**src/hw/rtl/mspg_pkg.sv**
```systemverilog
// Package for the multi-axis step pulse generator: field widths, codes,
// the item and result structs shared by the top level and the core.
// No dependencies.
`default_nettype none

package mspg_pkg;

	// Defaults for the top-level parameters
	localparam int AXES_DEF      = 4;
	localparam int CLOCK_MHZ_DEF = 100;

	// Field widths
	localparam int KIND_W     = 2;
	localparam int US_W       = 20;
	localparam int COUNT_W    = 16;
	localparam int LEVEL_W    = 4;
	localparam int STEPS_W    = 16;
	localparam int TIME_W     = 32;
	localparam int HP_W       = 32;
	localparam int EDGE_W     = 17;
	localparam int AXCNT_W    = 3;
	localparam int CFG_IDX_W  = 2;
	localparam int CFG_DATA_W = 4;

	// Request kinds
	localparam logic [KIND_W-1:0] KIND_TICK = 2'd0;
	localparam logic [KIND_W-1:0] KIND_RUN  = 2'd1;
	localparam logic [KIND_W-1:0] KIND_STOP = 2'd2;

	// Configuration register indexes
	localparam logic [CFG_IDX_W-1:0] CFG_AXIS_COUNT = 2'd0;
	localparam logic [CFG_IDX_W-1:0] CFG_DIR_INVERT = 2'd1;
	localparam logic [CFG_IDX_W-1:0] CFG_STEP_INV   = 2'd2;

	// Request after input decode: half-period and edge count precomputed
	typedef struct packed {
		logic [KIND_W-1:0] kind;
		logic              direction;
		logic [HP_W-1:0]   half_period;
		logic [EDGE_W-1:0] edges;
	} item_t;

	// One result
	typedef struct packed {
		logic [LEVEL_W-1:0] step_levels;
		logic [LEVEL_W-1:0] dir_levels;
		logic               busy_res;
		logic               report_valid;
		logic [STEPS_W-1:0] report_steps;
		logic [TIME_W-1:0]  report_time;
		logic               finished;
	} result_t;

endpackage

`default_nettype wire

```
**src/hw/rtl/mspg_if.sv**
```systemverilog
// Valid/ready channel interfaces for the step pulse generator:
// the request channel and the result channel. Depends on mspg_pkg.
`default_nettype none

interface mspg_item_if;
	logic                              valid;
	logic                              ready;
	logic [mspg_pkg::KIND_W-1:0]       kind;
	logic                              direction;
	logic [mspg_pkg::US_W-1:0]         step_us;
	logic [mspg_pkg::COUNT_W-1:0]      step_count;

	modport source (output valid, kind, direction, step_us, step_count, input ready);
	modport sink   (input valid, kind, direction, step_us, step_count, output ready);
endinterface

interface mspg_result_if;
	logic                              valid;
	logic                              ready;
	logic [mspg_pkg::LEVEL_W-1:0]      step_levels;
	logic [mspg_pkg::LEVEL_W-1:0]      dir_levels;
	logic                              busy_res;
	logic                              report_valid;
	logic [mspg_pkg::STEPS_W-1:0]      report_steps;
	logic [mspg_pkg::TIME_W-1:0]       report_time;
	logic                              finished;

	modport source (output valid, step_levels, dir_levels, busy_res, report_valid,
		report_steps, report_time, finished, input ready);
	modport sink   (input valid, step_levels, dir_levels, busy_res, report_valid,
		report_steps, report_time, finished, output ready);
endinterface

`default_nettype wire

```
**src/hw/rtl/mspg_core.sv**
```systemverilog
// Move state of the step pulse generator: configuration registers, pin
// levels, edge and half-period counters, and the per-request update.
// Depends on mspg_pkg.
`default_nettype none

module mspg_core #(
	parameter int AXES = mspg_pkg::AXES_DEF
) (
	input  wire logic                              clk,
	input  wire logic                              arst_n,
	input  wire logic                              cfg_we,
	input  wire logic [mspg_pkg::CFG_IDX_W-1:0]    cfg_idx,
	input  wire logic [mspg_pkg::CFG_DATA_W-1:0]   cfg_data,
	input  wire logic                              fire,
	input  wire mspg_pkg::item_t                   item,
	output mspg_pkg::result_t                      res
);

	localparam int LW = mspg_pkg::LEVEL_W;
	localparam int EW = mspg_pkg::EDGE_W;
	localparam int HW = mspg_pkg::HP_W;
	localparam int TW = mspg_pkg::TIME_W;

	// Configuration
	logic [mspg_pkg::AXCNT_W-1:0] axis_count_q;
	logic [AXES-1:0]              dir_inv_q;

	// Move state
	logic            running_q, running_n;
	logic            stop_q, stop_n;
	logic [EW-1:0]   edges_q, edges_n;
	logic [EW-1:0]   start_q, start_n;
	logic [HW-1:0]   half_q, half_n;
	logic [HW-1:0]   cd_q, cd_n;
	logic [AXES-1:0] step_q, step_n;
	logic [AXES-1:0] dir_q, dir_n;
	logic [AXES-1:0] saved_q, saved_n;
	logic [TW-1:0]   tick_q, tick_n;

	logic [AXES-1:0] en;
	logic [AXES-1:0] cfg_fit;
	logic [LW-1:0]   step_lvl, dir_lvl;

	// Enabled axes: counts above AXES enable all of them
	always_comb begin
		for (int i = 0; i < AXES; i++) begin
			en[i] = (int'(axis_count_q) > i);
		end
	end

	// Fit the 4-bit masks and level fields to the AXES axes
	for (genvar i = 0; i < AXES; i++) begin : g_cfg_fit
		if (i < LW) begin : g_in
			assign cfg_fit[i] = cfg_data[i];
		end else begin : g_out
			assign cfg_fit[i] = 1'b0;
		end
	end

	for (genvar i = 0; i < LW; i++) begin : g_lvl
		if (i < AXES) begin : g_in
			assign step_lvl[i] = step_n[i];
			assign dir_lvl[i]  = dir_n[i];
		end else begin : g_out
			assign step_lvl[i] = 1'b0;
			assign dir_lvl[i]  = 1'b0;
		end
	end

	// Per-request update
	always_comb begin
		logic [HW-1:0]   cd_dec;
		logic [EW-1:0]   e_dec;
		logic [AXES-1:0] want;

		running_n = running_q;
		stop_n    = stop_q;
		edges_n   = edges_q;
		start_n   = start_q;
		half_n    = half_q;
		cd_n      = cd_q;
		step_n    = step_q;
		dir_n     = dir_q;
		saved_n   = saved_q;
		tick_n    = tick_q;
		cd_dec    = cd_q - HW'(1);
		e_dec     = edges_q - EW'(1);
		want      = item.direction ? (~dir_inv_q & en) : (dir_inv_q & en);
		res.report_valid = 1'b0;
		res.finished     = 1'b0;
		res.report_steps = '0;
		res.report_time  = '0;

		unique case (item.kind)
			mspg_pkg::KIND_STOP: begin
				stop_n = 1'b1;
			end
			mspg_pkg::KIND_RUN: begin
				stop_n    = 1'b0;
				saved_n   = dir_q;
				dir_n     = (dir_q & ~en) | want;
				half_n    = item.half_period;
				cd_n      = item.half_period;
				edges_n   = item.edges;
				start_n   = item.edges;
				running_n = 1'b1;
			end
			mspg_pkg::KIND_TICK: begin
				tick_n = tick_q + TW'(1);
				if (running_q) begin
					cd_n = cd_dec;
					if (cd_dec == '0) begin
						step_n  = step_q ^ en;
						edges_n = e_dec;
						if (e_dec == '0 || (!e_dec[0] && stop_q)) begin
							// End of move: final report, restore directions
							res.report_valid = 1'b1;
							res.finished     = 1'b1;
							res.report_steps = e_dec[EW-1:1];
							res.report_time  = tick_n;
							dir_n     = (dir_q & ~en) | (saved_q & en);
							stop_n    = 1'b0;
							running_n = 1'b0;
						end else begin
							// Report after the first edge only
							if (e_dec == start_q - EW'(1)) begin
								res.report_valid = 1'b1;
								res.report_steps = e_dec[EW-1:1];
								res.report_time  = tick_n;
							end
							cd_n = half_q;
						end
					end
				end
			end
			default: begin
			end
		endcase

		res.step_levels = step_lvl;
		res.dir_levels  = dir_lvl;
		res.busy_res    = running_n;
	end

	// State registers; configuration writes are for the user to make only while idle, the block does not enforce it
	always_ff @(posedge clk or negedge arst_n) begin
		if (!arst_n) begin
			axis_count_q <= '0;
			dir_inv_q    <= '0;
			running_q    <= 1'b0;
			stop_q       <= 1'b0;
			edges_q      <= '0;
			start_q      <= '0;
			half_q       <= '0;
			cd_q         <= '0;
			step_q       <= '0;
			dir_q        <= '0;
			saved_q      <= '0;
			tick_q       <= '0;
		end else if (cfg_we) begin
			unique case (cfg_idx)
				mspg_pkg::CFG_AXIS_COUNT: axis_count_q <= cfg_data[mspg_pkg::AXCNT_W-1:0];
				mspg_pkg::CFG_DIR_INVERT: dir_inv_q    <= cfg_fit;
				mspg_pkg::CFG_STEP_INV:   step_q       <= cfg_fit;
				default: begin
				end
			endcase
		end else if (fire) begin
			running_q <= running_n;
			stop_q    <= stop_n;
			edges_q   <= edges_n;
			start_q   <= start_n;
			half_q    <= half_n;
			cd_q      <= cd_n;
			step_q    <= step_n;
			dir_q     <= dir_n;
			saved_q   <= saved_n;
			tick_q    <= tick_n;
		end
	end

endmodule

`default_nettype wire

```
**src/hw/rtl/multi_axis_step_pulse_generator_top.sv**
```systemverilog
// Multi-axis step pulse generator: step and direction levels for up to AXES
// stepper axes, driven by a stream of tick, run and stop requests.
//
// Channels: din takes requests (tick, run, stop), dout gives one result per
// request (pin levels, busy flag and an optional progress report). Both are
// valid/ready; a request moves when valid and ready are high at a clock edge.
// cfg_we/cfg_idx/cfg_data write axis count, direction invert and step invert
// (the last one also loads the step pin levels); write only while idle.
// Timing: an accepted request waits in the input register; its result is
// registered as it moves on and offered on dout from then on. Throughput:
// one request per cycle while dout is not held, set by the single input
// and result registers, with the state update done in one pass between them.
// Stall: while dout is held, one finished result waits in the result
// register and one more request is taken into the input register; then
// din.ready drops until dout moves.
// Reset: all pin levels, counters and configuration clear to zero, no move
// is running and both stages are empty.
// Depends on mspg_pkg, mspg_if and mspg_core.
`default_nettype none

module multi_axis_step_pulse_generator_top #(
	parameter int AXES      = mspg_pkg::AXES_DEF,
	parameter int CLOCK_MHZ = mspg_pkg::CLOCK_MHZ_DEF
) (
	input  wire logic                              clk,
	input  wire logic                              arst_n,
	mspg_item_if.sink                              din,
	mspg_result_if.source                          dout,
	input  wire logic                              cfg_we,
	input  wire logic [mspg_pkg::CFG_IDX_W-1:0]    cfg_idx,
	input  wire logic [mspg_pkg::CFG_DATA_W-1:0]   cfg_data
);

	localparam int HW = mspg_pkg::HP_W;

	logic              v_s1;
	mspg_pkg::item_t   item_s1;
	mspg_pkg::item_t   item_in;
	logic              v_s2;
	mspg_pkg::result_t res_s2;
	mspg_pkg::result_t res_c;
	logic              move;
	logic [HW-1:0]     prod;
	logic [HW-1:0]     hp_raw;

	// Request decode: half-period in timer ticks, edge count, zero-count run
	always_comb begin
		prod   = HW'(din.step_us) * HW'(CLOCK_MHZ);
		hp_raw = prod >> 1;
		item_in.direction   = din.direction;
		item_in.half_period = (hp_raw == '0) ? HW'(1) : hp_raw;
		item_in.edges       = {din.step_count, 1'b0};
		if (din.kind == mspg_pkg::KIND_RUN && din.step_count == '0) begin
			item_in.kind = mspg_pkg::KIND_STOP;
		end else begin
			item_in.kind = din.kind;
		end
	end

	// Handshake
	assign move      = v_s1 && (!v_s2 || dout.ready);
	assign din.ready = !v_s1 || move;

	// Input register
	always_ff @(posedge clk or negedge arst_n) begin
		if (!arst_n) begin
			v_s1 <= 1'b0;
		end else if (din.valid && din.ready) begin
			v_s1 <= 1'b1;
		end else if (move) begin
			v_s1 <= 1'b0;
		end
	end

	always_ff @(posedge clk) begin
		if (din.valid && din.ready) begin
			item_s1 <= item_in;
		end
	end

	mspg_core #(
		.AXES(AXES)
	) u_core (
		.clk      (clk),
		.arst_n   (arst_n),
		.cfg_we   (cfg_we),
		.cfg_idx  (cfg_idx),
		.cfg_data (cfg_data),
		.fire     (move),
		.item     (item_s1),
		.res      (res_c)
	);

	// Result register
	always_ff @(posedge clk or negedge arst_n) begin
		if (!arst_n) begin
			v_s2 <= 1'b0;
		end else if (move) begin
			v_s2 <= 1'b1;
		end else if (dout.ready) begin
			v_s2 <= 1'b0;
		end
	end

	always_ff @(posedge clk) begin
		if (move) begin
			res_s2 <= res_c;
		end
	end

	assign dout.valid        = v_s2;
	assign dout.step_levels  = res_s2.step_levels;
	assign dout.dir_levels   = res_s2.dir_levels;
	assign dout.busy_res     = res_s2.busy_res;
	assign dout.report_valid = res_s2.report_valid;
	assign dout.report_steps = res_s2.report_steps;
	assign dout.report_time  = res_s2.report_time;
	assign dout.finished     = res_s2.finished;

endmodule

`default_nettype wire
```
**src/flat_wrapper.sv**
```systemverilog
// flat-port wrapper written by rule: the top's interface ports become plain ports
module multi_axis_step_pulse_generator_top_flat 
#(
	parameter int AXES      = mspg_pkg::AXES_DEF,
	parameter int CLOCK_MHZ = mspg_pkg::CLOCK_MHZ_DEF
)
  (clk, arst_n, cfg_we, cfg_idx, cfg_data, din_valid, din_kind, din_direction, din_step_us, din_step_count, din_ready, dout_valid, dout_step_levels, dout_dir_levels, dout_busy_res, dout_report_valid, dout_report_steps, dout_report_time, dout_finished, dout_ready);
  mspg_item_if din_i ();
  mspg_result_if dout_i ();
  input  wire logic clk;
  input  wire logic arst_n;
  input  wire logic cfg_we;
  input  wire logic [mspg_pkg::CFG_IDX_W-1:0] cfg_idx;
  input  wire logic [mspg_pkg::CFG_DATA_W-1:0] cfg_data;
  input wire logic [$bits(din_i.valid)-1:0] din_valid;
  input wire logic [$bits(din_i.kind)-1:0] din_kind;
  input wire logic [$bits(din_i.direction)-1:0] din_direction;
  input wire logic [$bits(din_i.step_us)-1:0] din_step_us;
  input wire logic [$bits(din_i.step_count)-1:0] din_step_count;
  output wire logic [$bits(din_i.ready)-1:0] din_ready;
  output wire logic [$bits(dout_i.valid)-1:0] dout_valid;
  output wire logic [$bits(dout_i.step_levels)-1:0] dout_step_levels;
  output wire logic [$bits(dout_i.dir_levels)-1:0] dout_dir_levels;
  output wire logic [$bits(dout_i.busy_res)-1:0] dout_busy_res;
  output wire logic [$bits(dout_i.report_valid)-1:0] dout_report_valid;
  output wire logic [$bits(dout_i.report_steps)-1:0] dout_report_steps;
  output wire logic [$bits(dout_i.report_time)-1:0] dout_report_time;
  output wire logic [$bits(dout_i.finished)-1:0] dout_finished;
  input wire logic [$bits(dout_i.ready)-1:0] dout_ready;
  assign din_i.valid = din_valid;
  assign din_i.kind = din_kind;
  assign din_i.direction = din_direction;
  assign din_i.step_us = din_step_us;
  assign din_i.step_count = din_step_count;
  assign din_ready = din_i.ready;
  assign dout_valid = dout_i.valid;
  assign dout_step_levels = dout_i.step_levels;
  assign dout_dir_levels = dout_i.dir_levels;
  assign dout_busy_res = dout_i.busy_res;
  assign dout_report_valid = dout_i.report_valid;
  assign dout_report_steps = dout_i.report_steps;
  assign dout_report_time = dout_i.report_time;
  assign dout_finished = dout_i.finished;
  assign dout_i.ready = dout_ready;
  multi_axis_step_pulse_generator_top #(.AXES(AXES), .CLOCK_MHZ(CLOCK_MHZ)) u_core (.clk(clk), .arst_n(arst_n), .din(din_i), .dout(dout_i), .cfg_we(cfg_we), .cfg_idx(cfg_idx), .cfg_data(cfg_data));
endmodule
```
**config.mk**
```make
export PLATFORM = sky130hd
export DESIGN_NAME = multi_axis_step_pulse_generator_top_flat
export DESIGN_NICKNAME = d
export VERILOG_FILES = /design/src/hw/rtl/mspg_pkg.sv /design/src/hw/rtl/mspg_if.sv /design/src/hw/rtl/mspg_core.sv /design/src/hw/rtl/multi_axis_step_pulse_generator_top.sv /design/src/flat_wrapper.sv
export SDC_FILE = /design/constraint.sdc
export NUM_CORES = 1
export LEC_CHECK = 0
export BUFFER_PORTS_ARGS = -buffer_cell sky130_fd_sc_hd__buf_2
export CORE_ASPECT_RATIO = 2
export CORE_MARGIN = 2
export CORE_UTILIZATION = 62
export DETAILED_ROUTE_END_ITERATION = 10
export HOLD_SLACK_MARGIN = 0.03
export PLACE_DENSITY = 0.82
export SYNTH_ARGS = -nofsm -noshare
export SYNTH_HDL_FRONTEND = slang
export SYNTH_HIERARCHICAL = 1
export SYNTH_SLANG_ARGS = --single-unit
```
**constraint.sdc**
```tcl
create_clock -name clk -period 5.25 [get_ports clk]
set_input_delay 0.2625 -clock clk [delete_from_list [all_inputs] [get_ports clk]]
set_output_delay 0.2625 -clock clk [all_outputs]
set_load 0.01 [all_outputs]
```
==> reports/metrics.yaml <==
placed_design:
  portBuffers: 110
  place.gp.congestion: 0.9766
  dp_worst_setup_slack_ps: 788.4
  hpwlAfterDp_mm: 29.69
layout:
  fin_nets: 1760
  seqCellArea_um2: 6952
  area_growth_pct: 12.16
  fillers: 1811
  fin_util: 0.7075
  multi_input_area_um2: 7940
  final_common_cell: "dfrtp_1"
  drive_above_1_share: 0.1618
  most-common-layout-cells: "dfrtp_1 (153), nand2_1 (117), buf_2 (109)"
routing:
  via_per_inst: 6.328
  drc_errors: 0
  first_pass_iters: 7
  routed_wl_mm: 40.79
  routedWlPerCell_um: 20.69
  vias: 12470
  drtIter0Drc: 1018
  ant_nets: 0
worst_setup_path:
  cp_max_fo: 28
  crit_type: "flip-flop to flip-flop"
  worst_setup_path_end_kind: "flip-flop"
  start_kind: "flip-flop"
  cp.required_ps: 5460
  arrival_ps: 4880
logic_synthesis:
  synth-simple-area-share: 0.1922
  postSynthAreaPerCell_um2: 10.18
  synth-edff-count: 104
  synthXorXnorAreaFrac: 0.07448
  async_flop_share: 0.5953
  synthCells: 1520
  netlist_area_um2: 15470
  synth_top_area_cell: "dfrtp_1"
  synthAdderAreaFrac: 0.07845
  seq_area_frac_synth: 0.4493
  synth_top_family_by_area: "simple AND/OR/NAND/NOR gates"
  synthMuxAreaShare: 0.04804
  synth-seq-cells: 257
  ys_top_cells_by_area: "dfrtp_1 (25%), edfxtp_1 (20%), ha_1 (5.9%)"
  synth_ff_type: "dfrtp_1"
  synth_cell_types: 90
  synth_compound_gate_area_share: 0.1132
  yosys.area.top_type_share: 0.2475
  yosysWarnings: 6
sta:
  setup_violations: 0
  fin_skew_ps: 15.58
  rsz0062_at_grt: "false"
  finalCritPeriodShare: 0.8887
  hold_viol: 0
  worst_pin_slew_ps: 1098
  layout_setup_ws_ps: 584.2
  maxSlewHeadroom: 0.2681
  period_minus_slack_ps: 4666
  fmax_mhz: 214.3
  maxSlewViolCount: 0
  tns_ps: 0
clock_network:
  path_clk_slew_ps: 70
  h-tree-depth: 1
  clk_latency_ps: 530
  cts_tree: "built"
  cts_max_path_buffers: 3
  numCtsBuffers: 22
  root_buffer: "clkbuf_16"
  clkSinkCount: 257
pwr:
  peakVddDrop_mv: 0.2616
  pwr_density_cell_nw_per_um2: 398.1
  p_leak_nw: 7.043
run:
  drv_cap: 0
grt:
  antenna_found_initial: 1
  grt_pass1_wl_mm: 63.78
  grt_pass1_vias: 12620
  grt.total_usage: 0.3134
  grt_max_degree: 62
  grt_remaining_overflow: 0
floorplan:
  num_rows: 81
  dieHeight_um: 227.4
  io_pins: 111
  die_w_um: 115.7
  dieArea_um2: 26310
  start_util: 0.6308
  core_area_um2: 24530
min_path:
  hold_path_class: "input port to flip-flop"
outcome:
  status: "finished, final reports clean"
==> registers in the layout, summed over array words and instances, names as in the netlist, 3 cells and up <==
| signal | cells |
|---|---|
| u_core/dout.report_steps | 16 |
| u_core/u_core/step_q | 4 |
| u_core/item_s1 | 45 |
| u_core/u_core/dir_inv_q | 4 |
| u_core/dout.step_levels | 4 |
| u_core/u_core/half_q | 32 |
| u_core/u_core/cd_q | 32 |
| u_core/u_core/tick_q | 32 |
| u_core/dout.dir_levels | 4 |
| u_core/u_core/start_q | 17 |
| u_core/u_core/dir_q | 4 |
| u_core/dout.report_time | 32 |
| u_core/u_core/axis_count_q | 3 |
| u_core/u_core/saved_q | 4 |
| u_core/u_core/edges_q | 17 |
==> worst paths after layout <==
path / start / end / slack (ps) / cells past startpoint
setup / recovery: u_core/u_core/cd_q[0]$_DFFE_PN0P_ / u_core/dout.dir_levels[3]$_DFFE_PP_ / 580 / 10
hold / removal: cfg_idx[1] / u_core/u_core/axis_count_q[2]$_DFFE_PN0P_ / 120 / 3
setup reg to reg: u_core/u_core/cd_q[0]$_DFFE_PN0P_ / u_core/dout.dir_levels[3]$_DFFE_PP_ / 580 / 10
hold reg to reg: u_core/u_core/half_q[14]$_DFFE_PN0P_ / u_core/u_core/cd_q[14]$_DFFE_PN0P_ / 470 / 1
max in group asynchronous: arst_n / u_core/u_core/tick_q[2]$_DFFE_PN0P_ / 3810 / 3
min in group asynchronous: arst_n / u_core/u_core/step_q[3]$_DFFE_PN0P_ / 230 / 2
==> stage by stage <==
step	area, um^2	hold slack (ps)	std cells	power (mW)
2_1_floorplan	15520	-33.09	1533	4.484
3_3_place_gp	16330	210.3	1904	5.038
3_5_place_dp	16330	209.8	1904	5.129
4_1_cts	17350	60.64	1970	6.875
5_1_grt	17350	125.0	1971	7.251
6_report	17350	119.2	1971	6.908
==> report_power, final <==
group	total, mW	leakage (nW)	internal (mW)	switching, mW
sequential	3.05	2.88	2.54	0.514
clock	1.73	0.369	0.997	0.736
combinational	2.12	3.80	0.904	1.22
total	6.91	7.04	4.44	2.47
==> worst max-delay path, stage by stage (launching register included) <==
cell and delay, ps:
dfrtp_1 470, inv_1 130, ha_1 370, nor3b_1 620, nand3_2 250, o41ai_2 380, nand4_1 120, or4_4 480
or3_1 820, o211ai_1 480, o311ai_0 220
==> metal layers <==
layer  routed length [um]  global-route usage
met1                12880              0.2914
met2                22520              0.6012
met3                 1641             0.03062
met4                 3751              0.2446
met5                    0                   0
==> timing repair <==
item,in CTS,in global routing
buffers inserted,0,0
hold buffers,26,0
resized for setup,0,0
setup endpoints to repair,0,0
hold endpoints to repair,71,0
==> logic make-up (layout without fill, tap and decap cells) <==
kind of cell	count (synthesis)	count (layout)
flip-flops	257	257
other	1	15
buffers and inverters	173	278
XOR/XNOR	130	130
adder cells (fa/ha/maj)	88	88
multiplexers	67	67
AO/OA/AOI/OAI	251	251
AND/OR/NAND/NOR	553	553
==> cell usage after synthesis, types with 15 or more instances <==
cell	instances
nand2b_1	17
edfxtp_1	104
mux2_2	58
clkbuf_1	66
xor2_1	59
o211ai_1	15
nand3_1	58
a21oi_1	56
dfrtp_1	153
o22ai_1	18
and3_1	17
o21ai_0	33
nand4_1	27
nand2_1	117
nor4_1	37
inv_1	82
ha_1	73
fa_1	15
nor3_1	88
xnor2_1	70
or3_1	23
nor2_1	89
a21o_1	24
==> area by class of cell <==
cell class                      instances  share of cell area
Clock inverter                         14            0.009663
Sequential cell                       257              0.4006
Antenna cell                            1           0.0001442
Timing Repair Buffer                  156             0.05646
Clock buffer                           26             0.03382
Tap cell                              332             0.02394
Multi-Input combinational cell       1103              0.4576
Inverter                               82             0.01774
Note: power is estimated with default switching activity, not from simulation.
